$ cat config.mk
export PLATFORM = sky130hd
export DESIGN_NAME = msbs_cell
export DESIGN_NICKNAME = d
export VERILOG_FILES = /design/src/hdl/msbs_pkg.sv /design/src/hdl/msbs_ram.sv /design/src/hdl/msbs_cell.sv
export SDC_FILE = /design/constraint.sdc
export NUM_CORES = 1
export LEC_CHECK = 0
export ABC_AREA = 1
export BUFFER_PORTS_ARGS = -buffer_cell sky130_fd_sc_hd__buf_2
export CAP_MARGIN = 20
export CORE_UTILIZATION = 59
export DETAILED_ROUTE_END_ITERATION = 12
export MAX_ROUTING_LAYER = met4
export PLACE_DENSITY = 0.87
export SYNTH_ARGS = -nofsm -noshare
export SYNTH_HDL_FRONTEND = slang
export SYNTH_SLANG_ARGS = --single-unit
$ cat constraint.sdc
create_clock -name clock -period 1.85 [get_ports clock]
set_input_delay 0.37 -clock clock [delete_from_list [all_inputs] [get_ports clock]]
set_output_delay 0.37 -clock clock [all_outputs]
set_load 0.05 [all_outputs]
$ cat src/hdl/msbs_pkg.sv
// shared types, codes and defaults for the multi-signature byte scanner
`timescale 1ns / 1ps

package msbs_pkg;

   localparam int NUM_SIGS_DEF       = 16;
   localparam int MAX_SIG_LEN_DEF    = 64;
   localparam int MAX_SCAN_BYTES_DEF = 65536;

   // most results one scanned byte can raise
   localparam int RESULT_CAP = 16;

   localparam logic [1:0] CMD_SIG_BYTE = 2'd0;
   localparam logic [1:0] CMD_SIG_LEN  = 2'd1;
   localparam logic [1:0] CMD_RESTART  = 2'd2;
   localparam logic [1:0] CMD_SCAN     = 2'd3;

   typedef struct packed {
      logic [1:0] cmd;
      logic [3:0] slot;
      logic [5:0] sig_pos;
      logic [6:0] sig_length;
      logic [7:0] data_byte;
   } req_type;

   typedef struct packed {
      logic [15:0] match_start;
      logic [3:0]  match_slot;
      logic [6:0]  match_length;
      logic        last_match;
   } rsp_type;

   // control from the sequencer to every cell of the row
   typedef struct packed {
      logic shift;
      logic sig_we;
   } cell_ctrl_type;

endpackage

$ cat src/hdl/msbs_ram.sv
// generic single-port-write ram with registered read
`timescale 1ns / 1ps

module msbs_ram #(
   parameter int WIDTH = 8,
   parameter int DEPTH = 16,
   localparam int AW = (DEPTH > 1) ? $clog2(DEPTH) : 1
) (
   input  logic             clock,
   input  logic             we,
   input  logic [AW-1:0]    waddr,
   input  logic [WIDTH-1:0] wdata,
   input  logic [AW-1:0]    raddr,
   output logic [WIDTH-1:0] rdata
);

   logic [WIDTH-1:0] mem [DEPTH];
   logic [WIDTH-1:0] rdata_ff;

   always_ff @(posedge clock) begin
      if (we) begin
         mem[waddr] <= wdata;
      end
      rdata_ff <= mem[raddr];
   end

   assign rdata = rdata_ff;

endmodule

$ cat src/hdl/msbs_cell.sv
// one byte lane: history byte, its signature column and the byte compare
`timescale 1ns / 1ps

module msbs_cell #(
   parameter int IDX         = 0,
   parameter int NUM_SIGS    = msbs_pkg::NUM_SIGS_DEF,
   parameter int MAX_SIG_LEN = msbs_pkg::MAX_SIG_LEN_DEF,
   localparam int SA_W  = (NUM_SIGS > 1) ? $clog2(NUM_SIGS) : 1,
   localparam int LEN_W = $clog2(MAX_SIG_LEN + 1)
) (
   input  logic                    clock,
   input  msbs_pkg::cell_ctrl_type ctrl,
   input  logic [5:0]              sig_pos,
   input  logic [SA_W-1:0]         waddr,
   input  logic [7:0]              wdata,
   input  logic [SA_W-1:0]         raddr,
   input  logic [7:0]              hist_in,
   output logic [7:0]              hist_out,
   input  logic [7:0]              cmp_byte,
   input  logic [LEN_W-1:0]        cmp_len,
   output logic                    eq
);

   logic [7:0] hist_ff;
   logic [7:0] sig_byte;
   logic       col_we;

   always_ff @(posedge clock) begin
      if (ctrl.shift) begin
         hist_ff <= hist_in;
      end
   end

   assign col_we = ctrl.sig_we && ({26'd0, sig_pos} == 32'(IDX));

   msbs_ram #(
      .WIDTH (8),
      .DEPTH (NUM_SIGS)
   ) u_col (
      .clock (clock),
      .we    (col_we),
      .waddr (waddr),
      .wdata (wdata),
      .raddr (raddr),
      .rdata (sig_byte)
   );

   // lanes past the signature length always agree
   assign eq = (sig_byte == cmp_byte) ||
               (32'(IDX) >= {{(32-LEN_W){1'b0}}, cmp_len});

   assign hist_out = hist_ff;

endmodule

==> run metrics, run 1 <==
status completed; vias in the first global route 4427; clock root cell clkbuf_8; final setup violation count 0; Hold Vio Cnt, Final 0; count of cell types in the netlist 14; Leakage 0.003190 uW; sequential fraction of the synthesis area 69.03%; CTS clock-pin slew for the worst setup and hold paths 0.06 ns; Internal 5854 uW; worst-path fanout max 1; Total GRT Usage 28.88%; hold_buf cts 0; f_max 557.3 MHz; first-pass GRT wire length 22.21 mm; I/O Buffers 56; Routed wire per std cell 17.86 um; peak supply drop 767.2 uV; final core occ 72.59%; clock group share of total power 45.5%; post-detail-place hpwl 8.961 mm; IO Pins 57; # diodes 0; Slew Limit Fails 0; Post-Route WL 14.36 mm; top cells by area, synth edfxtp_1 66%, nand2_1 11%, nand3_1 8.1%; Max-Cap Viols 0; worst slew pin tran 0.5619 ns; Comb pwr share 6.4%; antenna-violating nets left 0; gr ovfl total 0; Iter 0 DRT Violations 513; Worst Path Class, Setup reg -> out; Clock Latency Late Sink 0.52 ns; Synth area leader edfxtp_1; critical path required time 1.48 ns; initial core utilization 61.76%; CTS H-tree depth 4; layout cell share with drive strength beyond 1 16.84%; RSZ-0062 raised after global routing yes; TritonCTS Buffers 17; final instance area 7226 um2; pre-CTS setup slack 0.03465 ns; clock sink count 144; RD Place Congestion 0.9562; drc violations 0; CP endpoint kind output pin; Layout Area Growth over Synthesis 17.52%; DR vias/cell 5.560; Die ar. 10830 um2; post-synthesis cell count 585; Slew Limit Headroom 62.48%; CP Data Arrival Time 1.42 ns; die width 104.1 um; Register-to-Register Path Depth 6; Worst Hold Depth 1; Startpoint Class register; switching part of the total 22.05%; CTS tree done; vias 4470; Reg power frac 48.1%; clock buffer depth 2; First-pass DRT Iterations 7; Post-CTS Setup Inserts 0; #FFs+latches synth 144; pwr/cell area 1039 nW/um2; DIE HEIGHT 104.1 um; Hold WC Path Type in -> reg; NetSw 1656 uW; post-route worst setup slack 0.05554 ns; Mean Syn Cell Area 10.51 um2; Nets 706; syn_nets 633; Worst Clk Skew 0.007148 ns; yosys warns 0; pin count of the biggest net entering global routing 33; Yosys top cell area share 66.42%; Syn Std Cell Area 6148 um2; Hold WS 0.02103 ns; initial antenna violation count 0; Row Count 36; CORE AREA 9955 um2; placed instance area 6603 um2; Final min period 1.794 ns; Tcrit/Tclk final 97.00%
[flip-flops by register name, summed over array words and instances, names as in the netlist]
signal / cells
u_col.rdata: 8
hist_out: 8
u_col.mem: 128
[synth_stat cells]
master	number
buf_6	7
inv_2	2
buf_1	1
nand2_1	181
xnor2_1	8
nand3_1	100
nor4_1	1
inv_1	102
nor3_1	1
buf_4	3
buf_2	13
edfxtp_1	136
dfxtp_1	8
nor2_1	22
[power groups by stage]
stage / clock network (uW) / registers [uW] / logic (uW)
global placement: 0 / 3680 / 448
finish: 3420 / 3610 / 479
detailed placement: 0 / 3680 / 462
global route: 3580 / 3610 / 515
CTS: 3440 / 3610 / 469
floorplan: 0 / 3730 / 233
[placed cells by master, fill, tap and decap left out]
cell,instances
bufinv_16,1
xnor2_2,1
nand3_1,100
nor2_1,22
nor3_1,1
dfxtp_1,7
dfxtp_2,1
nand2_1,181
clkinv_2,2
buf_12,1
buf_2,55
nor4_1,1
edfxtp_1,136
clkbuf_8,3
inv_1,102
clkbuf_1,1
clkbuf_16,19
clkinv_4,1
inv_4,2
xnor2_1,7
inv_6,3
inv_2,2
buf_4,21
buf_6,1
[critical path, stage by stage (launching register included)]
cell and delay [ns]:
dfxtp_1 0.31, xnor2_1 0.14, nand2_1 0.07, nor2_1 0.10, nand2_1 0.06, nand2_1 0.07, buf_6 0.16
[per-stage QoR]
stage	power [uW]	instances	TNS, ns
6_report	7510	804	0
3_5_place_dp	4142	772	0
5_1_grt	7708	804	-0.04596
3_3_place_gp	4126	772	0
2_1_floorplan	3963	585	0
4_1_cts	7518	804	0
[worst paths after layout]
kind	endpoint	slack [ns]	from
worst min register to register	u_col.rdata[6]	0.72	u_col.mem[15][6]
worst max-delay path	eq	0.06	u_col.rdata[6]
worst max register to register	u_col.rdata[5]	0.76	u_col.mem[11][5]
worst min-delay path	hist_out[0]	0.02	hist_in[0]
[metal layers]
metal	vias up	track usage, %	wire, um
met1	2073	35.03	5283
met3	60	7.331	1520
li1	2031	-	-
met2	306	46.10	7090
met5	-	-	0
met4	0	12.65	465
[what timing repair did]
action,CTS,global route
gates resized for setup,1,3
hold endpoints to repair,0,0
endpoints found under the setup margin,1,1
pin swaps,0,0
cloned,0,0
[final cells by class]
type	instances	area [um2]
multi-input combinational	313	1351
tap	133	166.4
timing repair buffer	78	464.2
clock inverter	9	87.58
fill	637	2729
clock buffer	23	520.5
inverter	104	390.4
sequential	144	4245
[logic make-up (layout without fill, tap and decap cells)]
group | after synthesis | in the layout | share of synthesized area, %
flops | 144 | 144 | 69.03
xor+xnor | 8 | 8 | 1.140
buf+inv | 128 | 214 | 9.117
simple gates | 305 | 305 | 20.72
No activity file was read; power rests on OpenSTA's default activity.
==> inputs of run 2 (changes only) <==
ABC_AREA = unset   (was 1)
CORE_UTILIZATION = 58   (was 59)
SLEW_MARGIN = 40   (was unset)
==> run metrics, run 2 <==
Leakage 0.002350 uW; Hold Path Sink hist_out[1]; Commonest cells post-synth 136 x edfxtp_1, 18 x mux4_2, 16 x a22oi_1; Slew Limit Headroom 73.72%; pin count of the biggest net entering global routing 33; DIE HEIGHT 99.45 um; Clock Latency Late Sink 0.51 ns; Synth area leader edfxtp_1; Tcrit/Tclk final 98.43%; yosys warns 0; RD Place Congestion 0.8118; final setup violation count 0; post-detail-place hpwl 6.830 mm; f_max 549.2 MHz; worst slew pin tran 0.3911 ns; mux contribution to synthesized area 14.04%; Hold WS 0.03107 ns; Layout Area Growth over Synthesis 22.29%; # placed instances 454; delay of the slowest critical-path stage 0.36 ns; TritonCTS Buffers 17; pwr/cell area 1091 nW/um2; sequential fraction of the synthesis area 77.06%; clock buffer depth 2; antenna-violating nets left 0; CTS H-tree depth 4; Iter 0 DRT Violations 296; CP endpoint kind output pin; CP Data Arrival Time 1.45 ns; die width 99.45 um; Slew Limit Fails 0; Adder-Cell Fraction of Synth Area 0%; Worst Clk Skew 0.007210 ns; syn_nets 302; peak supply drop 649.9 uV; Hold Vio Cnt, Final 0; worst-path fanout max 1; Async SR Flop Fraction 0%; Top FF cell, synth edfxtp_1; Row Count 35; gr ovfl total 0; Die ar. 9890 um2; post-synthesis xor/xnor area fraction 1.272%; Syn Std Cell Area 5508 um2; DR vias/cell 6.014; First-pass DRT Iterations 5; Hold Crit Start hist_in[1]; Post-CTS Setup Inserts 0; top cells by area, synth edfxtp_1 74%, mux4_2 7.4%, mux4_1 6.7%; first-pass GRT wire length 16.75 mm; Startpoint Class register; compound-cell area share of the yosys netlist 2.272%; reg2reg start u_col.mem[2][0]; Non-Filler Instances 486; worst reg2reg endpoint u_col.rdata[0]; vias in the first global route 2944; Final min period 1.821 ns; count of cell types in the netlist 23; critical path required time 1.48 ns; most common cell after layout, fill and taps aside edfxtp_1; Worst Hold Depth 1; Mean Syn Cell Area 21.68 um2; vias 2923; Nets 392; #FFs+latches synth 144; Register-to-Register Path Depth 3; fill count 533; Critical Path, Cell by Cell xnor2_2, nand4_1, o21ai_2, buf_6; slowest cell on the critical path dfxtp_4; simple-gate share of the synthesized area 3.794%; Most flops, register u_col.mem; IO Pins 57; # diodes 0; initial core utilization 59.61%; final core occ 72.89%; Max-Cap Viols 0; CTS clock-pin slew for the worst setup and hold paths 0.07 ns; I/O Buffers 56; setup_tns 0 ns; Yosys top cell area share 74.15%; top-count cell post-synth edfxtp_1; clock root cell clkbuf_8; max reg flops 128; largest family of logic cells by synthesized area multiplexers; status completed; drc violations 0; number of flops mapped to enable cells by yosys 136; Worst Path Class, Setup reg -> out; initial antenna violation count 0; layout cell share with drive strength beyond 1 40.62%; CORE AREA 9240 um2; Routed wire per std cell 23.91 um; r2r setup slk 0.38 ns; Hold WC Path Type in -> reg; commonest cells after routing, fill and taps aside 136 x edfxtp_1, 55 x buf_2, 23 x buf_4; Total GRT Usage 25.58%; clock sink count 144; Post-Route WL 11.62 mm; CTS tree done; post-synthesis cell count 254
run 2: cells by family after synthesis:
| family | after synthesis |
|---|---|
| buf+inv | 10 |
| compound gates | 17 |
| simple gates | 43 |
| mux | 32 |
| xor+xnor | 8 |
| flops | 144 |
run 2: where the power goes:
group          switching (uW)  internal (uW)
clock                    1290           2050
combinational             222            164
sequential               23.3           3600
run 2: worst max-delay path, delay by kind of cell, from the launching register on:
family | cells | cell delay, ns
AND/OR/NAND/NOR | 1 | 0.12
flip-flops | 1 | 0.36
buffers and inverters | 1 | 0.17
XOR/XNOR | 1 | 0.12
AO/OA/AOI/OAI | 1 | 0.17
run 2: stage by stage:
stage               cell area [um2]  total power (uW)  setup slack, ns
finish                         6735              7349          0.02907
detailed placement             6096              4059        -0.007540
CTS                            6703              7341       -0.0004226
floorplan                      5528              3895         -0.05964
global placement               6096              4042          0.07108
global route                   6735              7525         -0.01148
run 2: area by class of cell:
type	instances	area, um2	share of cell area (%)
tap	129	161.4	2.396
timing repair buffer	81	499.2	7.412
clock buffer	18	417.9	6.205
sequential	144	4257	63.20
multi-input combinational	100	1231	18.28
clock inverter	14	168.9	2.508
run 2: worst max path at each step:
stage              startpoint                to  cells after the start
2_1_floorplan      sig_pos[2]  u_col.mem[10][0]                      3
3_3_place_gp         raddr[0]    u_col.rdata[0]                      5
3_5_place_dp       sig_pos[2]   u_col.mem[2][3]                      6
4_1_cts        u_col.rdata[6]                eq                      4
5_1_grt        u_col.rdata[2]                eq                      4
6_report       u_col.rdata[2]                eq                      4
run 2: what timing repair did:
action	in CTS	in global routing
endpoints found under the setup margin	1	1
gates cloned	0	0
gates resized for setup	10	5
hold buffers	0	0
pin swaps	2	3
run 2: per-layer routing:
| metal | vias to the layer above | global-route usage (%) | routed length [um] |
|---|---|---|---|
| li1 | 1247 | - | - |
| met1 | 1474 | 32.70 | 4547 |
| met2 | 176 | 40.87 | 5978 |
| met3 | 26 | 5.973 | 829 |
| met5 | - | - | 0 |
| met4 | 0 | 9.163 | 264 |
